File: src/rtl/ppcs_pkg.sv
package ppcs_pkg;

	// counter widths
	localparam int LINE_BITS  = 24;
	localparam int COUNT_BITS = 24;

	// field width of the reported counters
	localparam int FIELD_BITS = 24;

	// characters the scanner reacts to
	localparam logic [7:0] CH_NUL   = 8'h00;
	localparam logic [7:0] CH_TAB   = 8'h09;
	localparam logic [7:0] CH_LF    = 8'h0A;
	localparam logic [7:0] CH_CR    = 8'h0D;
	localparam logic [7:0] CH_SPACE = 8'h20;
	localparam logic [7:0] CH_DQUOTE = 8'h22;
	localparam logic [7:0] CH_HASH  = 8'h23;
	localparam logic [7:0] CH_SQUOTE = 8'h27;
	localparam logic [7:0] CH_STAR  = 8'h2A;
	localparam logic [7:0] CH_SLASH = 8'h2F;
	localparam logic [7:0] CH_BSLASH = 8'h5C;

	// prefix length and the identifier length that makes a hit
	localparam logic [3:0] PFX_LEN = 4'd11;
	localparam logic [3:0] HIT_LEN = 4'd12;

	// input word
	typedef struct packed {
		logic [7:0] text_byte;
		logic       last_byte;
	} src_word_t;

	// result word
	typedef struct packed {
		logic [FIELD_BITS-1:0] line_number;
		logic                  line_hit;
		logic [FIELD_BITS-1:0] hit_count;
		logic                  end_of_file;
	} res_word_t;

	// where the scan stands within a line
	typedef enum logic [2:0] {
		PH_LEAD,
		PH_HASH,
		PH_KW_IF,
		PH_KW_IFDEF,
		PH_KW_IFNDEF,
		PH_KW_ELIF,
		PH_EXPR,
		PH_OTHER
	} phase_t;

	// lexer mode within the expression part
	typedef enum logic [3:0] {
		LX_NORMAL,
		LX_IDENT,
		LX_SLASH,
		LX_STR,
		LX_STR_ESC,
		LX_CHR,
		LX_CHR_ESC,
		LX_LINE_CMT,
		LX_BLOCK,
		LX_BLOCK_STAR
	} lex_mode_t;

	// complete scanner state
	typedef struct packed {
		phase_t                phase;
		logic [2:0]            prog;
		lex_mode_t             mode;
		logic [3:0]            ident_len;
		logic                  pfx_match;
		logic                  cont_line;
		logic                  prev_bslash;
		logic                  held_cr;
		logic                  line_open;
		logic [LINE_BITS-1:0]  line_cnt;
		logic                  line_flag;
		logic [COUNT_BITS-1:0] hit_cnt;
		logic                  text_ended;
	} scan_state_t;

	localparam scan_state_t SCAN_RESET = '{
		phase:       PH_LEAD,
		prog:        3'd0,
		mode:        LX_NORMAL,
		ident_len:   4'd0,
		pfx_match:   1'b1,
		cont_line:   1'b0,
		prev_bslash: 1'b0,
		held_cr:     1'b0,
		line_open:   1'b0,
		line_cnt:    '0,
		line_flag:   1'b0,
		hit_cnt:     '0,
		text_ended:  1'b0
	};

endpackage

File: src/rtl/preproc_conditional_prefix_scan_core.sv
// channel | handshake         | word                      | direction
// src     | src_valid/ready   | text_byte, last_byte      | into block
// res     | res_valid/ready   | line_number, line_hit,    | out of block
//         |                   | hit_count, end_of_file    |
//
// One byte per cycle while src_ready is high: each accepted byte updates the lexer
// state in the same cycle, and a line end loads the result register.
// A held CR followed by a byte other than LF, NUL or CR is worked through two
// character steps in that single cycle.
// arst_n clears the scanner state and the result valid flag.
// src_ready drops only while a result waits and res_ready is low.
module preproc_conditional_prefix_scan_core (
	input  logic                  clk,
	input  logic                  arst_n,
	input  logic                  src_valid,
	output logic                  src_ready,
	input  ppcs_pkg::src_word_t   src_word,
	output logic                  res_valid,
	input  logic                  res_ready,
	output ppcs_pkg::res_word_t   res_word
);

	ppcs_pkg::scan_state_t st_q;
	ppcs_pkg::scan_state_t st_nxt;
	ppcs_pkg::res_word_t   res_q;
	ppcs_pkg::res_word_t   res_nxt;
	logic                  res_valid_q;
	logic                  res_gen;
	logic                  src_fire;

	// character classes
	function automatic logic is_alpha(logic [7:0] c);
		return (c inside {[8'h61:8'h7A], [8'h41:8'h5A], 8'h5F});
	endfunction

	function automatic logic is_ident(logic [7:0] c);
		return is_alpha(c) || (c inside {[8'h30:8'h39]});
	endfunction

	function automatic logic is_blank(logic [7:0] c);
		return (c == ppcs_pkg::CH_SPACE) || (c == ppcs_pkg::CH_TAB);
	endfunction

	// target prefix, one character per position
	function automatic logic [7:0] pfx_char(logic [3:0] idx);
		logic [7:0] r;
		case (idx)
			4'd0:    r = 8'h4D;
			4'd1:    r = 8'h43;
			4'd2:    r = 8'h43;
			4'd3:    r = 8'h5F;
			4'd4:    r = 8'h54;
			4'd5:    r = 8'h41;
			4'd6:    r = 8'h52;
			4'd7:    r = 8'h47;
			4'd8:    r = 8'h45;
			4'd9:    r = 8'h54;
			4'd10:   r = 8'h5F;
			default: r = 8'h00;
		endcase
		return r;
	endfunction

	// keyword text by phase and position
	function automatic logic [7:0] kw_char(ppcs_pkg::phase_t ph, logic [2:0] idx);
		logic [7:0] r;
		r = 8'h00;
		case (ph)
			ppcs_pkg::PH_KW_IF: begin
				case (idx)
					3'd0:    r = 8'h69;
					3'd1:    r = 8'h66;
					default: r = 8'h00;
				endcase
			end
			ppcs_pkg::PH_KW_IFDEF: begin
				case (idx)
					3'd0:    r = 8'h69;
					3'd1:    r = 8'h66;
					3'd2:    r = 8'h64;
					3'd3:    r = 8'h65;
					3'd4:    r = 8'h66;
					default: r = 8'h00;
				endcase
			end
			ppcs_pkg::PH_KW_IFNDEF: begin
				case (idx)
					3'd0:    r = 8'h69;
					3'd1:    r = 8'h66;
					3'd2:    r = 8'h6E;
					3'd3:    r = 8'h64;
					3'd4:    r = 8'h65;
					3'd5:    r = 8'h66;
					default: r = 8'h00;
				endcase
			end
			ppcs_pkg::PH_KW_ELIF: begin
				case (idx)
					3'd0:    r = 8'h65;
					3'd1:    r = 8'h6C;
					3'd2:    r = 8'h69;
					3'd3:    r = 8'h66;
					default: r = 8'h00;
				endcase
			end
			default: r = 8'h00;
		endcase
		return r;
	endfunction

	// keyword fully matched
	function automatic logic kw_done(ppcs_pkg::scan_state_t s);
		logic r;
		case (s.phase)
			ppcs_pkg::PH_KW_IF:     r = (s.prog == 3'd2);
			ppcs_pkg::PH_KW_IFDEF:  r = (s.prog == 3'd5);
			ppcs_pkg::PH_KW_IFNDEF: r = (s.prog == 3'd6);
			ppcs_pkg::PH_KW_ELIF:   r = (s.prog == 3'd4);
			default:                r = 1'b0;
		endcase
		return r;
	endfunction

	// one lexer step on the expression part
	function automatic ppcs_pkg::scan_state_t lex_byte(ppcs_pkg::scan_state_t s,
			logic [7:0] c);
		ppcs_pkg::scan_state_t r;
		ppcs_pkg::lex_mode_t   m;
		logic                  done;
		r    = s;
		m    = s.mode;
		done = 1'b0;
		if (m == ppcs_pkg::LX_IDENT) begin
			if (is_ident(c)) begin
				done = 1'b1;
				if (s.ident_len < ppcs_pkg::PFX_LEN && c != pfx_char(s.ident_len))
					r.pfx_match = 1'b0;
				if (s.ident_len < ppcs_pkg::HIT_LEN) begin
					r.ident_len = s.ident_len + 4'd1;
					if (r.ident_len == ppcs_pkg::HIT_LEN && r.pfx_match)
						r.line_flag = 1'b1;
				end
			end else begin
				m = ppcs_pkg::LX_NORMAL;
			end
		end else if (m == ppcs_pkg::LX_SLASH) begin
			if (c == ppcs_pkg::CH_SLASH) begin
				done   = 1'b1;
				r.mode = ppcs_pkg::LX_LINE_CMT;
			end else if (c == ppcs_pkg::CH_STAR) begin
				done   = 1'b1;
				r.mode = ppcs_pkg::LX_BLOCK;
			end else begin
				m = ppcs_pkg::LX_NORMAL;
			end
		end
		if (!done) begin
			r.mode = m;
			case (m)
				ppcs_pkg::LX_NORMAL: begin
					if (c == ppcs_pkg::CH_DQUOTE) r.mode = ppcs_pkg::LX_STR;
					else if (c == ppcs_pkg::CH_SQUOTE) r.mode = ppcs_pkg::LX_CHR;
					else if (c == ppcs_pkg::CH_SLASH) r.mode = ppcs_pkg::LX_SLASH;
					else if (is_alpha(c)) begin
						// first character of an identifier
						r.mode      = ppcs_pkg::LX_IDENT;
						r.ident_len = 4'd1;
						r.pfx_match = (c == pfx_char(4'd0));
					end
				end
				ppcs_pkg::LX_STR: begin
					if (c == ppcs_pkg::CH_BSLASH) r.mode = ppcs_pkg::LX_STR_ESC;
					else if (c == ppcs_pkg::CH_DQUOTE) r.mode = ppcs_pkg::LX_NORMAL;
				end
				ppcs_pkg::LX_STR_ESC: r.mode = ppcs_pkg::LX_STR;
				ppcs_pkg::LX_CHR: begin
					if (c == ppcs_pkg::CH_BSLASH) r.mode = ppcs_pkg::LX_CHR_ESC;
					else if (c == ppcs_pkg::CH_SQUOTE) r.mode = ppcs_pkg::LX_NORMAL;
				end
				ppcs_pkg::LX_CHR_ESC: r.mode = ppcs_pkg::LX_CHR;
				ppcs_pkg::LX_BLOCK: begin
					if (c == ppcs_pkg::CH_STAR) r.mode = ppcs_pkg::LX_BLOCK_STAR;
				end
				ppcs_pkg::LX_BLOCK_STAR: begin
					if (c == ppcs_pkg::CH_SLASH) r.mode = ppcs_pkg::LX_NORMAL;
					else if (c != ppcs_pkg::CH_STAR) r.mode = ppcs_pkg::LX_BLOCK;
				end
				default: r.mode = m;
			endcase
		end
		return r;
	endfunction

	// one character into the line: directive match, then the lexer
	function automatic ppcs_pkg::scan_state_t feed(ppcs_pkg::scan_state_t s,
			logic [7:0] c);
		ppcs_pkg::scan_state_t r;
		r             = s;
		r.line_open   = 1'b1;
		r.prev_bslash = (c == ppcs_pkg::CH_BSLASH);
		case (s.phase)
			ppcs_pkg::PH_LEAD: begin
				if (c == ppcs_pkg::CH_HASH) r.phase = ppcs_pkg::PH_HASH;
				else if (!is_blank(c)) r.phase = ppcs_pkg::PH_OTHER;
			end
			ppcs_pkg::PH_HASH: begin
				if (c == kw_char(ppcs_pkg::PH_KW_IF, 3'd0)) begin
					r.phase = ppcs_pkg::PH_KW_IF;
					r.prog  = 3'd1;
				end else if (c == kw_char(ppcs_pkg::PH_KW_ELIF, 3'd0)) begin
					r.phase = ppcs_pkg::PH_KW_ELIF;
					r.prog  = 3'd1;
				end else if (!is_blank(c)) begin
					r.phase = ppcs_pkg::PH_OTHER;
				end
			end
			ppcs_pkg::PH_EXPR: r = lex_byte(r, c);
			ppcs_pkg::PH_OTHER: r.phase = ppcs_pkg::PH_OTHER;
			default: begin
				// keyword phases
				if (s.phase == ppcs_pkg::PH_KW_IF && s.prog == 3'd2
						&& (c == kw_char(ppcs_pkg::PH_KW_IFDEF, 3'd2)
						|| c == kw_char(ppcs_pkg::PH_KW_IFNDEF, 3'd2))) begin
					r.phase = (c == kw_char(ppcs_pkg::PH_KW_IFDEF, 3'd2))
						? ppcs_pkg::PH_KW_IFDEF : ppcs_pkg::PH_KW_IFNDEF;
					r.prog  = 3'd3;
				end else if (kw_done(s)) begin
					if (is_ident(c)) r.phase = ppcs_pkg::PH_OTHER;
					else begin
						r.phase = ppcs_pkg::PH_EXPR;
						r       = lex_byte(r, c);
					end
				end else if (s.prog < 3'd6 && c == kw_char(s.phase, s.prog)) begin
					r.prog = s.prog + 3'd1;
				end else begin
					r.phase = ppcs_pkg::PH_OTHER;
				end
			end
		endcase
		return r;
	endfunction

	// counters to result field width
	function automatic logic [ppcs_pkg::FIELD_BITS-1:0] line_field(
			logic [ppcs_pkg::LINE_BITS-1:0] v);
		logic [ppcs_pkg::LINE_BITS+ppcs_pkg::FIELD_BITS-1:0] w;
		w = {{ppcs_pkg::FIELD_BITS{1'b0}}, v};
		return w[ppcs_pkg::FIELD_BITS-1:0];
	endfunction

	function automatic logic [ppcs_pkg::FIELD_BITS-1:0] count_field(
			logic [ppcs_pkg::COUNT_BITS-1:0] v);
		logic [ppcs_pkg::COUNT_BITS+ppcs_pkg::FIELD_BITS-1:0] w;
		w = {{ppcs_pkg::FIELD_BITS{1'b0}}, v};
		return w[ppcs_pkg::FIELD_BITS-1:0];
	endfunction

	// close a line: counters, result word, fresh line state
	function automatic ppcs_pkg::scan_state_t end_line(ppcs_pkg::scan_state_t s,
			logic eof, output ppcs_pkg::res_word_t w);
		ppcs_pkg::scan_state_t r;
		logic                  counts;
		logic                  hit;
		r      = s;
		counts = s.cont_line || s.phase == ppcs_pkg::PH_EXPR || kw_done(s);
		hit    = counts && s.line_flag;
		if (s.line_cnt != {ppcs_pkg::LINE_BITS{1'b1}})
			r.line_cnt = s.line_cnt + {{(ppcs_pkg::LINE_BITS-1){1'b0}}, 1'b1};
		if (hit && s.hit_cnt != {ppcs_pkg::COUNT_BITS{1'b1}})
			r.hit_cnt = s.hit_cnt + {{(ppcs_pkg::COUNT_BITS-1){1'b0}}, 1'b1};
		r.cont_line   = counts && s.prev_bslash;
		w.line_number = line_field(r.line_cnt);
		w.line_hit    = hit;
		w.hit_count   = count_field(r.hit_cnt);
		w.end_of_file = eof;
		r.phase       = r.cont_line ? ppcs_pkg::PH_EXPR : ppcs_pkg::PH_LEAD;
		r.prog        = 3'd0;
		r.mode        = ppcs_pkg::LX_NORMAL;
		r.ident_len   = 4'd0;
		r.pfx_match   = 1'b1;
		r.prev_bslash = 1'b0;
		r.held_cr     = 1'b0;
		r.line_flag   = 1'b0;
		r.line_open   = 1'b0;
		return r;
	endfunction

	assign src_ready = !res_valid_q || res_ready;
	assign src_fire  = src_valid && src_ready;

	// per-byte scanner step
	always_comb begin
		ppcs_pkg::scan_state_t s;
		logic [7:0]            c;
		logic                  last;
		s       = st_q;
		c       = src_word.text_byte;
		last    = src_word.last_byte;
		res_gen = 1'b0;
		res_nxt = res_q;
		if (st_q.text_ended) begin
			// text over: wait for the file's last byte
			if (last) s = ppcs_pkg::SCAN_RESET;
		end else if (c == ppcs_pkg::CH_NUL) begin
			s.held_cr = 1'b0;
			if (s.line_open) begin
				s       = end_line(s, 1'b1, res_nxt);
				res_gen = 1'b1;
			end
			s            = ppcs_pkg::SCAN_RESET;
			s.text_ended = !last;
		end else if (c == ppcs_pkg::CH_LF) begin
			s.held_cr = 1'b0;
			s         = end_line(s, last, res_nxt);
			res_gen   = 1'b1;
			if (last) s = ppcs_pkg::SCAN_RESET;
		end else begin
			// a held CR turns out to be an ordinary character
			if (s.held_cr) begin
				s.held_cr = 1'b0;
				s         = feed(s, ppcs_pkg::CH_CR);
			end
			if (c == ppcs_pkg::CH_CR) begin
				s.held_cr   = 1'b1;
				s.line_open = 1'b1;
			end else begin
				s = feed(s, c);
			end
			if (last) begin
				s.held_cr = 1'b0;
				s         = end_line(s, 1'b1, res_nxt);
				res_gen   = 1'b1;
				s         = ppcs_pkg::SCAN_RESET;
			end
		end
		st_nxt = s;
	end

	// scanner state register
	always_ff @(posedge clk or negedge arst_n) begin
		if (!arst_n) begin
			st_q <= ppcs_pkg::SCAN_RESET;
		end else if (src_fire) begin
			st_q <= st_nxt;
		end
	end

	// result register
	always_ff @(posedge clk or negedge arst_n) begin
		if (!arst_n) begin
			res_valid_q <= 1'b0;
		end else if (src_fire) begin
			res_valid_q <= res_gen;
		end else if (res_ready) begin
			res_valid_q <= 1'b0;
		end
	end

	always_ff @(posedge clk) begin
		if (src_fire && res_gen) begin
			res_q <= res_nxt;
		end
	end

	assign res_valid = res_valid_q;
	assign res_word  = res_q;

`ifndef SYNTHESIS
	// a new result only follows an accepted byte
	a_res_after_accept: assert property (@(posedge clk) disable iff (!arst_n)
		$rose(res_valid) |-> $past(src_valid && src_ready))
		else $error("result appeared without an accepted byte");

	// hit lines never outnumber lines
	a_hits_le_lines: assert property (@(posedge clk) disable iff (!arst_n)
		res_valid |-> (res_word.hit_count <= res_word.line_number))
		else $error("hit count above line number");

	// a hit line is counted
	a_hit_counted: assert property (@(posedge clk) disable iff (!arst_n)
		(res_valid && res_word.line_hit) |-> (res_word.hit_count != '0))
		else $error("hit line with zero hit count");

	// a zero byte before the last one ends the text
	a_nul_ends_text: assert property (@(posedge clk) disable iff (!arst_n)
		(src_valid && src_ready && !st_q.text_ended
		&& src_word.text_byte == ppcs_pkg::CH_NUL && !src_word.last_byte)
		|=> st_q.text_ended)
		else $error("zero byte did not end the text");
`endif

endmodule
File: config.mk
export PLATFORM = sky130hd
export DESIGN_NAME = preproc_conditional_prefix_scan_core
export DESIGN_NICKNAME = d
export VERILOG_FILES = /design/src/rtl/ppcs_pkg.sv /design/src/rtl/preproc_conditional_prefix_scan_core.sv
export SDC_FILE = /design/constraint.sdc
export NUM_CORES = 1
export LEC_CHECK = 0
export BUFFER_PORTS_ARGS = -buffer_cell sky130_fd_sc_hd__buf_2
export CORE_ASPECT_RATIO = 0.75
export CORE_MARGIN = 4
export CORE_UTILIZATION = 60
export CTS_CLUSTER_DIAMETER = 50
export CTS_CLUSTER_SIZE = 20
export DETAILED_ROUTE_END_ITERATION = 6
export GPL_TIMING_DRIVEN = 0
export PLACE_DENSITY = 0.88
export SYNTH_ARGS = -nofsm -noshare
export SYNTH_HDL_FRONTEND = slang
export SYNTH_SLANG_ARGS = --single-unit
File: constraint.sdc
create_clock -name clk -period 5.9 [get_ports clk]
set_clock_uncertainty 0.15 [all_clocks]
set_input_delay 0.59 -clock clk [delete_from_list [all_inputs] [get_ports clk]]
set_output_delay 0.59 -clock clk [all_outputs]
set_load 0.02 [all_outputs]
==> out/qor.yml, run 1 <==
logic_synthesis:
  synth-seq-cells: 120
  syn-num-nets: 933
  async_flop_share_pct: 58.3
  synthMuxAreaShare_pct: 2.10
  syn_area_mm2: 0.00791
  synth_compound_area_share_pct: 22.2
  syn_inst: 904
  synth_top_family_by_area: "compound AO/OA/AOI/OAI gates"
  yosysWarnings: 0
  synth_edf_count: 50
  ys.flop_type: "dfrtp_1"
  synth_area_per_cell_um2: 8.75
  synth_fa_ha_area_share_pct: 2.53
  synth_simple_gate_area_share_pct: 22.2
  synth-xor-area-share_pct: 5.75
  yosysUniqueCellTypes: 73
  ys_seq_area_share_pct: 41.1
timing:
  hold_viol: 0
  slew-limit-headroom_pct: 7.27
  period_share_pct: 92.4
  worstMarginPinSlew_ns: 1.38
  period_minus_slack_ns: 5.45
  rsz0062_at_grt: "no"
  final-setup-viol-count: 0
  tns_ns: 0
  fmax_ghz: 0.183
  hold_ws_ns: 0.333
  slew_viol_final: 0
  finalWorstSetupSlack_ns: 0.449
drt:
  drt_iter0_drc: 1440
  wl_per_cell_um: 19.7
  wl_um: 23100
  avgViaCountPerCell: 6.71
  drt_first_pass_iters: 7
  vias: 7877
  ant_nets: 0
  drc: 17
setup_path:
  critPathLaunchType: "register"
  rr_worst_depth: 17
  critPathKind: "register to register"
  path_max_fanout: 10
  rrSetupSlack_ns: 0.45
  crit_arrival_ns: 5.50
  required_ns: 5.95
  rr_startpoint: "st_q[64]"
  timing.rr.end: "res_word[24]"
  end_kind: "register"
run_status:
  violations: "DRC"
  status: "finished, violations left"
clock_network:
  worstSkewPairLatency_ns: 0.41
  cts_buffers: 17
  clockBufferDepth: 2
  ctsResizeCount: 0
  cts_num_sinks: 120
  cts_tree: "yes"
  clkTransAtPathRegs_ns: 0.06
  htree_levels: 4
  post_cts_buffers: 0
  cts-root-buf: "clkbuf_16"
  hold_buffers: 1
min_path:
  whs_endpoint: "st_q[50]"
  worstHoldPathCells: 1
  hold_path_class: "register to register"
  worstHoldStart: "st_q[50]"
floorplan:
  io_pins: 65
  fp.dieH_um: 107
  fp.dieW_um: 141
  placeableCoreArea_mm2: 0.0129
  dieArea_mm2: 0.0151
  start_util_pct: 61.2
  fp-row-count: 36
cells_and_area:
  drive_gt1_share_pct: 12.7
  fin_nets: 1019
  layout_commonest_cell: "o21ai_0"
  fillers: 901
  final_cell_mix: "94 x o21ai_0, 92 x nand2_1, 69 x dfrtp_1, 67 x buf_2, 67 x nor2_1"
  antennaDiodeCount: 0
  area_growth_pct: 16.1
flow_run:
  drv_cap: 0
placement:
  post-place-ws_ns: 0.682
  place_congestion: 0.990
  hpwl_um: 16100
  port-buffer-count: 62
pwr:
  power_density_mw_per_mm2: 281
  p_leak_nw: 3.56
  power_w: 0.00258
  irDropWorstVdd_mv: 0.228
global_route:
  groute.usage.overall_pct: 30.7
  grt_pass1_vias: 7328
  antenna_found_initial: 0
  gr-total-overflow: 0
  grt_max_degree: 58
  grt_pass1_wl_um: 37400
==> where the power goes <==
part / switching (W) / internal [W] / leakage [nW]
sequential: 0.0000184 / 0.000900 / 1.42
clock: 0.000378 / 0.000740 / 0.305
combinational: 0.000357 / 0.000185 / 1.84
==> through the flow <==
step           area [um^2]  instances  utilization (%)
3_5_place_dp          8540       1141             66.0
2_1_floorplan         7920        904                -
4_1_cts               9190       1174             71.1
6_report              9190       1174             71.1
5_1_grt               9190       1174             71.1
3_3_place_gp          8440       1137             65.3
==> critical path: stages, from the launching register on <==
cell and delay, ns:
dfrtp_1 0.35, clkbuf_1 0.41, inv_1 0.25, ha_1 0.24, mux2i_1 0.13, nor2_1 0.11
o32a_1 0.33, buf_2 0.19, mux2_4 0.33, a2111oi_4 0.32, nand4_2 0.21, a221o_1 0.43
a2111oi_0 0.60, o2111ai_1 0.32, o2111ai_4 0.25, buf_6 0.21, a31oi_1 0.10, a41oi_1 0.30
==> worst max-delay path by stage <==
stage                     cells past startpoint         from      endpoint  slack, ns
after floorplan                               8  src_word[5]   res_word[0]       1.28
after global routing                         16     st_q[64]  res_word[24]       0.07
final                                        17     st_q[64]  res_word[24]       0.45
after global placement                        8  src_word[5]  res_word[49]       0.04
after CTS                                    17     st_q[64]  res_word[24]       0.62
after detailed placement                     15     st_q[63]  res_word[17]       0.68
==> final cells by class <==
cell class,instances,area (um^2),area share [%]
multi-input combinational,708,4350,47.3
sequential,120,3250,35.4
clock buffer,21,470,5.12
timing repair buffer,67,408,4.44
buffer,56,248,2.70
tap,171,214,2.33
clock inverter,11,170,1.85
inverter,20,75.1,0.817
==> Yosys cell counts (3+ instances only) <==
master     instances  area share, %
a2111oi_0          3           0.33
a211o_1            5           0.55
a211oi_1           3           0.28
a21o_1             9           0.85
a21oi_1           64            4.0
a22o_1            18            2.0
a22oi_1            3           0.28
a31oi_1           12           0.95
and2_1             6           0.47
and3_1            22            1.7
and4_1             4           0.44
buf_1              4           0.19
buf_2              6           0.38
buf_6              4           0.57
clkbuf_1          42            2.0
dfrtp_1           69             22
edfxtp_1          50             19
ha_1              16            2.5
inv_1             20           0.95
mux2_2             3           0.43
mux2i_1            8            1.0
nand2_1           92            4.4
nand2b_1          16            1.3
nand3_1           53            3.4
nand3b_1           3           0.28
nand4_1           13            1.0
nor2_1            67            3.2
nor2b_1            8           0.63
nor3_1            26            1.6
nor3b_1            6           0.57
nor4_1             8           0.63
o2111ai_1          5           0.55
o211ai_1           5           0.47
o21a_1             4           0.38
o21ai_0           94            5.9
o21bai_1           3           0.28
o22ai_1           10           0.79
o31ai_1            5           0.47
o32a_1             3           0.38
or2_2              4           0.32
or3_1             14            1.1
or3b_1             3           0.33
xnor2_1           35            3.9
xor2_1            17            1.9
==> cell families (layout without fill, tap and decap cells) <==
logic type	count (synthesis)	after routing
buf+inv	76	175
xor+xnor	52	52
simple gates	351	351
mux	15	15
fa+ha+maj	16	16
compound gates	274	274
flops	120	120
==> flip-flops by register name, indices dropped and copies added, names as in the netlist <==
name / count
st_q: 69
res_word: 50
res_valid: 1
==> routing by layer <==
layer | wire length [um] | global-route usage, %
met1 | 9760 | 44.6
met2 | 10300 | 46.8
met3 | 2590 | 7.15
met4 | 473 | 7.33
met5 | 0 | 0
Note: power is estimated with default switching activity, not from simulation.
==> run 2, diff against run 1 <==
Settings changed: CORE_UTILIZATION 60 to 51, PLACE_DENSITY 0.88 to 0.78.
==> run 2 against run 1 <==
Net effect: clock-buffer cell count shrank 1; sequential share of layout area is 0.21 points higher; critical endpoint is now res_word[20]; the flow now finishes without violations; via count fell by 4.7%; final cell count is 2.6% higher; critical path type unchanged; first-iteration DRC count fell by 30%.
==> out/qor.yml, run 2 (synthesized netlist as in run 1, its figures left out) <==
run_status:
  status: "finished, final reports clean"
cells_and_area:
  finalNonFillerCells: 1205  # +2.6%
  seq_area_mm2: 0.00325  # unchanged
  final_util_pct: 60.0  # -11 points
  regMostFlops: "st_q"
  largest_reg_flops: 69  # unchanged
  layout_commonest_cell: "o21ai_0"
  area_growth_pct: 15.4
  final_cell_mix: "94 x o21ai_0, 92 x nand2_1, 69 x dfrtp_1, 67 x buf_2, 67 x nor2_1"
  antennaDiodeCount: 0  # unchanged
  drive_gt1_share_pct: 12.1  # -0.56 points
  fillers: 1327  # +47%
  fin_nets: 1017  # -0.20%
  multiInputGateArea_mm2: 0.00435  # unchanged
floorplan:
  fp.dieW_um: 152  # +8.0%
  io_pins: 65  # unchanged
  fp-row-count: 39  # +8.3%
  placeableCoreArea_mm2: 0.0152  # +18%
  dieArea_mm2: 0.0176  # +16%
  start_util_pct: 52.0  # -9.2 points
  fp.dieH_um: 116  # +7.8%
drt:
  drc: 0  # -17
  drt_first_pass_iters: 5  # -2
  drt_iter0_drc: 1001  # -30%
  vias: 7504  # -4.7%
  ant_nets: 0  # unchanged
  wl_per_cell_um: 18.0  # -8.4%
  avgViaCountPerCell: 6.23  # -7.2%
  wl_um: 21700  # -6.0%
global_route:
  grt_max_degree: 71  # +22%
  antenna_found_initial: 0  # unchanged
  gr-total-overflow: 0  # unchanged
  grtUsageMet2_pct: 36.5  # -10 points
  groute.usage.overall_pct: 24.8  # -5.9 points
  use_met3_pct: 5.30  # -1.8 points
  grt_pass1_vias: 6931  # -5.4%
  met1_usage_pct: 36.9  # -7.7 points
  grt_pass1_wl_um: 35700  # -4.6%
  busiest_layer: "met1"
min_path:
  hold_path_class: "input pin to asynchronous set/reset pin"
clock_network:
  cts-root-buf: "clkbuf_16"
  ctsResizeCount: 0  # unchanged
  worstSkewPairLatency_ns: 0.41  # about the same
  cts_buffers: 17  # unchanged
  clkTransAtPathRegs_ns: 0.05  # about the same
  cts_tree: "yes"
  post_cts_buffers: 0  # unchanged
  htree_levels: 4  # unchanged
  cts_num_sinks: 120  # unchanged
  clockBufferDepth: 2  # unchanged
  hold_buffers: 0  # -1
timing:
  worstMarginPinSlew_ns: 1.15  # -0.226 ns
  finalWorstSetupSlack_ns: 0.620  # +0.171 ns
  slew-limit-headroom_pct: 22.4  # +15 points
  rsz0062_at_grt: "no"
  hold_ws_ns: 0.0402  # -0.292 ns
  final-setup-viol-count: 0  # unchanged
  slew_viol_final: 0  # unchanged
  fmax_ghz: 0.189  # +3.2%
  period_minus_slack_ns: 5.28  # -0.171 ns
  hold_viol: 0  # unchanged
  tns_ns: 0  # unchanged
  period_share_pct: 89.5  # -2.9 points
placement:
  port-buffer-count: 62  # unchanged
  post-place-ws_ns: 0.764  # +0.0823 ns
  hpwl_um: 15500  # -3.2%
  place_congestion: 0.944  # -4.7%
  dp.cells: 1174  # +2.9%
pwr:
  seqPwrFrac_pct: 37.4  # +1.8 points
  sw_frac_of_total_pct: 29.2  # -0.041 points
  p_clk_share_pct: 40.9  # -2.5 points
  p_leak_nw: 3.52  # -1.2%
  power.switching_w: 0.000716  # -5.0%
  power_density_mw_per_mm2: 269  # -4.3%
  pwr-share-comb_pct: 21.7  # +0.7 points
  p_int_w: 0.00174  # -4.8%
  irDropWorstVdd_mv: 0.233  # +2.1%
setup_path:
  critPathKind: "register to register"
  critPathLaunchType: "register"
  required_ns: 5.90  # -0.05 ns
  end_kind: "register"
  crit_arrival_ns: 5.28  # -0.22 ns
  path_max_fanout: 10  # unchanged
  startpoint: "st_q[63]"
  rr_startpoint: "st_q[63]"
  rr_worst_depth: 15  # -2
flow_run:
  drv_cap: 0  # unchanged
## run 2: per-layer routing
layer	up-vias	share of wire [%]
met3	29	9.2
met2	392	43
met4	0	1.4
met5	-	0
li1	3510	-
met1	3573	46
## run 2: stage by stage
step | power, W | instance area (um^2)
after floorplan | 0.00130 | 7920
after global placement | 0.00144 | 8490
after detailed placement | 0.00145 | 8560
after CTS | 0.00245 | 9130
after global routing | 0.00255 | 9130
final | 0.00245 | 9130
## run 2: final timing paths
| check | to | slack [ns] |
|---|---|---|
| setup reg to reg | res_word[20] | 0.62 |
| setup / recovery | res_word[20] | 0.62 |
| hold reg to reg | st_q[50] | 0.35 |
| max in group asynchronous | st_q[54] | 5.23 |
| min in group clk | st_q[50] | 0.35 |
| hold / removal | st_q[66] | 0.04 |
## run 2: area by class of cell
| class | instances | share of cell area, % |
|---|---|---|
| repair buffers | 65 | 4.19 |
| flip-flops and latches | 120 | 35.6 |
| clock inverters | 11 | 1.45 |
| well taps | 205 | 2.81 |
| inverters | 20 | 0.822 |
| clock buffers | 20 | 4.78 |
| plain buffers | 56 | 2.71 |
| multi-input cells | 708 | 47.6 |
## run 2: critical path, cell delays in order (launching register included)
cell,delay [ns]
dfrtp_1,0.48
inv_1,0.20
ha_1,0.19
or3b_1,0.36
a21oi_2,0.28
o21ai_0,0.22
a211o_1,0.40
o21ai_2,0.38
nand2b_1,0.27
nor4_2,0.41
and4_1,0.38
o21bai_1,0.14
a21boi_1,0.31
clkbuf_1,0.48
nand3_1,0.19
xnor2_1,0.18
## run 2: power groups by stage
stage / Combinational, W / Clock, W / Sequential [W]
finish: 0.000532 / 0.00100 / 0.000917
global route: 0.000579 / 0.00105 / 0.000920
CTS: 0.000521 / 0.00101 / 0.000917
detailed placement: 0.000519 / 0 / 0.000932
global placement: 0.000508 / 0 / 0.000933
floorplan: 0.000353 / 0 / 0.000950
==> run 3, diff against run 2 <==
Settings changed: CORE_MARGIN 4 to 2, CORE_UTILIZATION 51 to 45, PLACE_DENSITY 0.78 to 0.71.
Clock period 5.9 ns to 4.9 ns, I/O delays scaled along.
==> run 3 against run 2 <==
Net effect: final cell count increased by 3.7%; clock-buffer cell count decreased by 1; maximum frequency up 9.4%; critical path depth is 1 higher; sequential share of layout area shrank 1.5 points; via count up 1.3%; sequential cell count did not move; final area is 4.5% higher; power grew 35%; worst setup slack got worse by 0.55 ns; hold slack gained 0.26 ns; largest cell class unchanged; highest routed layer unchanged.
==> out/qor.yml, run 3 (synthesized netlist as in run 1, its figures left out) <==
cells_and_area:
  largest_reg_flops: 69  # unchanged
  fillers: 1531  # +15%
  drive_gt1_share_pct: 15.6  # +3.5 points
  regMostFlops: "st_q"
  area_growth_pct: 20.6
  final_cell_mix: "94 x o21ai_0, 91 x nand2_1, 68 x dfrtp_1, 66 x buf_2, 66 x nor2_1"
  layout_commonest_cell: "o21ai_0"
  fin_nets: 1030  # +1.3%
  final_area_mm2: 0.00955  # +4.5%
  antennaDiodeCount: 0  # unchanged
pwr:
  power_density_mw_per_mm2: 347  # +29%
  irDropWorstVdd_mv: 0.245  # +5.1%
  power_w: 0.00331  # +35%
  p_leak_nw: 3.69  # +4.8%
placement:
  place_area_mm2: 0.00862  # +0.60%
  port-buffer-count: 62  # unchanged
  hpwl_um: 15500  # -0.33%
  place_congestion: 0.976  # +3.3%
drt:
  avgViaCountPerCell: 6.08  # -2.4%
  drc: 0  # unchanged
  ant_nets: 0  # unchanged
  drt_first_pass_iters: 6  # +1
  drt_iter0_drc: 887  # -11%
  wl_per_cell_um: 17.8  # -1.6%
  vias: 7598  # +1.3%
  wl_um: 22200  # +2.1%
clock_network:
  htree_levels: 4  # unchanged
  clockBufferDepth: 2  # unchanged
  cts_num_sinks: 120  # unchanged
  cts_tree: "yes"
  cts-root-buf: "clkbuf_16"
  cts_buffers: 17  # unchanged
  clkTransAtPathRegs_ns: 0.06  # about the same
  worstSkewPairLatency_ns: 0.41  # about the same
timing:
  period_share_pct: 98.5  # +9.0 points
  fmax_ghz: 0.207  # +9.4%
  slew_viol_final: 0  # unchanged
  final-setup-viol-count: 0  # unchanged
  hold_viol: 0  # unchanged
  slew-limit-headroom_pct: 20.5  # -2.0 points
  worstMarginPinSlew_ns: 1.18  # +0.0292 ns
  period_minus_slack_ns: 4.82  # -0.455 ns
  hold_ws_ns: 0.299  # +0.259 ns
  tns_ns: 0  # unchanged
setup_path:
  path_cells: "inv_2, ha_1, or3b_4, a21oi_4, o32a_1, buf_6, mux2_4, a2111oi_4, and4_4, mux2_2, a21o_1, or3_4, o2111ai_4, buf_12, nand3_2, mux2_1"
  slowest_delay_ns: 0.43  # -0.05 ns
  path_max_fanout: 7  # -3
  end_kind: "register"
  critPathKind: "register to register"
  cpMaxStageDelayCell: "dfrtp_2"
  required_ns: 4.89  # -1.01 ns
  crit_arrival_ns: 4.82  # -0.46 ns
  critPathLaunchType: "register"
run_status:
  status: "finished, final reports clean"
flow_run:
  drv_cap: 0  # unchanged
floorplan:
  fp-row-count: 41  # +5.1%
  fp.dieH_um: 119  # +2.6%
  dieArea_mm2: 0.0187  # +6.1%
  placeableCoreArea_mm2: 0.0170  # +12%
  start_util_pct: 46.5  # -5.5 points
  io_pins: 65  # unchanged
  fp.dieW_um: 157  # +3.5%
min_path:
  hold_path_class: "input pin to register"
global_route:
  grt_pass1_wl_um: 35800  # +0.46%
  gr-total-overflow: 0  # unchanged
  antenna_found_initial: 0  # unchanged
  groute.usage.overall_pct: 23.9  # -0.86 points
  grt_max_degree: 59  # -17%
  grt_pass1_vias: 6810  # -1.7%
[run 3: path summary, 6_finish.rpt]
path / cells past startpoint / startpoint / slack, ns / endpoint
min in group asynchronous: 2 / arst_n / 0.32 / st_q[18]
setup / recovery: 16 / st_q[63] / 0.08 / res_word[23]
hold / removal: 3 / src_valid / 0.30 / st_q[0]
hold reg to reg: 1 / st_q[50] / 0.35 / st_q[50]
max in group asynchronous: 3 / arst_n / 3.70 / st_q[63]
setup reg to reg: 16 / st_q[63] / 0.08 / res_word[23]
[run 3: cell type report]
class | count | area, um^2 | share of cell area, %
tap | 236 | 295 | 3.09
clock inverter | 13 | 250 | 2.62
inverter | 20 | 78.8 | 0.826
multi-input combinational | 708 | 4430 | 46.4
sequential | 120 | 3260 | 34.1
timing repair buffer | 78 | 526 | 5.50
clock buffer | 19 | 433 | 4.53
buffer | 56 | 275 | 2.88
[run 3: repair_timing]
item | 4_1_cts | 5_1_grt
endpoints found under the setup margin | 24 | 27
hold buffers | 1 | 0
resized for setup | 7 | 31
hold endpoints to repair | 11 | 0
pin swaps | 1 | 9
gates cloned | 0 | 2
setup buffers | 1 | 9
[run 3: through the flow]
stage	worst slack [ns]	instances	util [%]
floorplan	0.378	904	-
global placement	-0.851	1202	50.1
detailed placement	-0.241	1205	50.6
CTS	0.0324	1239	54.8
global route	-0.0351	1250	56.1
finish	0.0752	1250	56.1
[run 3: critical path, delay by kind of cell, from the launching register on]
family / cells / cell delay [ns]
adder cells (fa/ha/maj): 1 / 0.17
flip-flops: 1 / 0.43
multiplexers: 3 / 1.01
AO/OA/AOI/OAI: 5 / 1.27
buffers and inverters: 3 / 0.42
AND/OR/NAND/NOR: 4 / 1.10
[run 3: report_power, final]
part           switching, W  internal [W]  total, W
logic              0.000460      0.000295  0.000754
registers         0.0000197       0.00108   0.00110
clock network      0.000451       0.00100   0.00145
total              0.000930       0.00238   0.00331
[run 3: routing by layer]
metal / vias to the layer above / share of wire [%] / wire [um] / global-route usage [%]
met5: - / 0 / 0 / 0
met4: 0 / 1.3 / 289 / 4.66
met3: 41 / 8.0 / 1780 / 4.91
met2: 384 / 43 / 9490 / 34.2
met1: 3632 / 48 / 10600 / 37.2
li1: 3541 / - / - / -
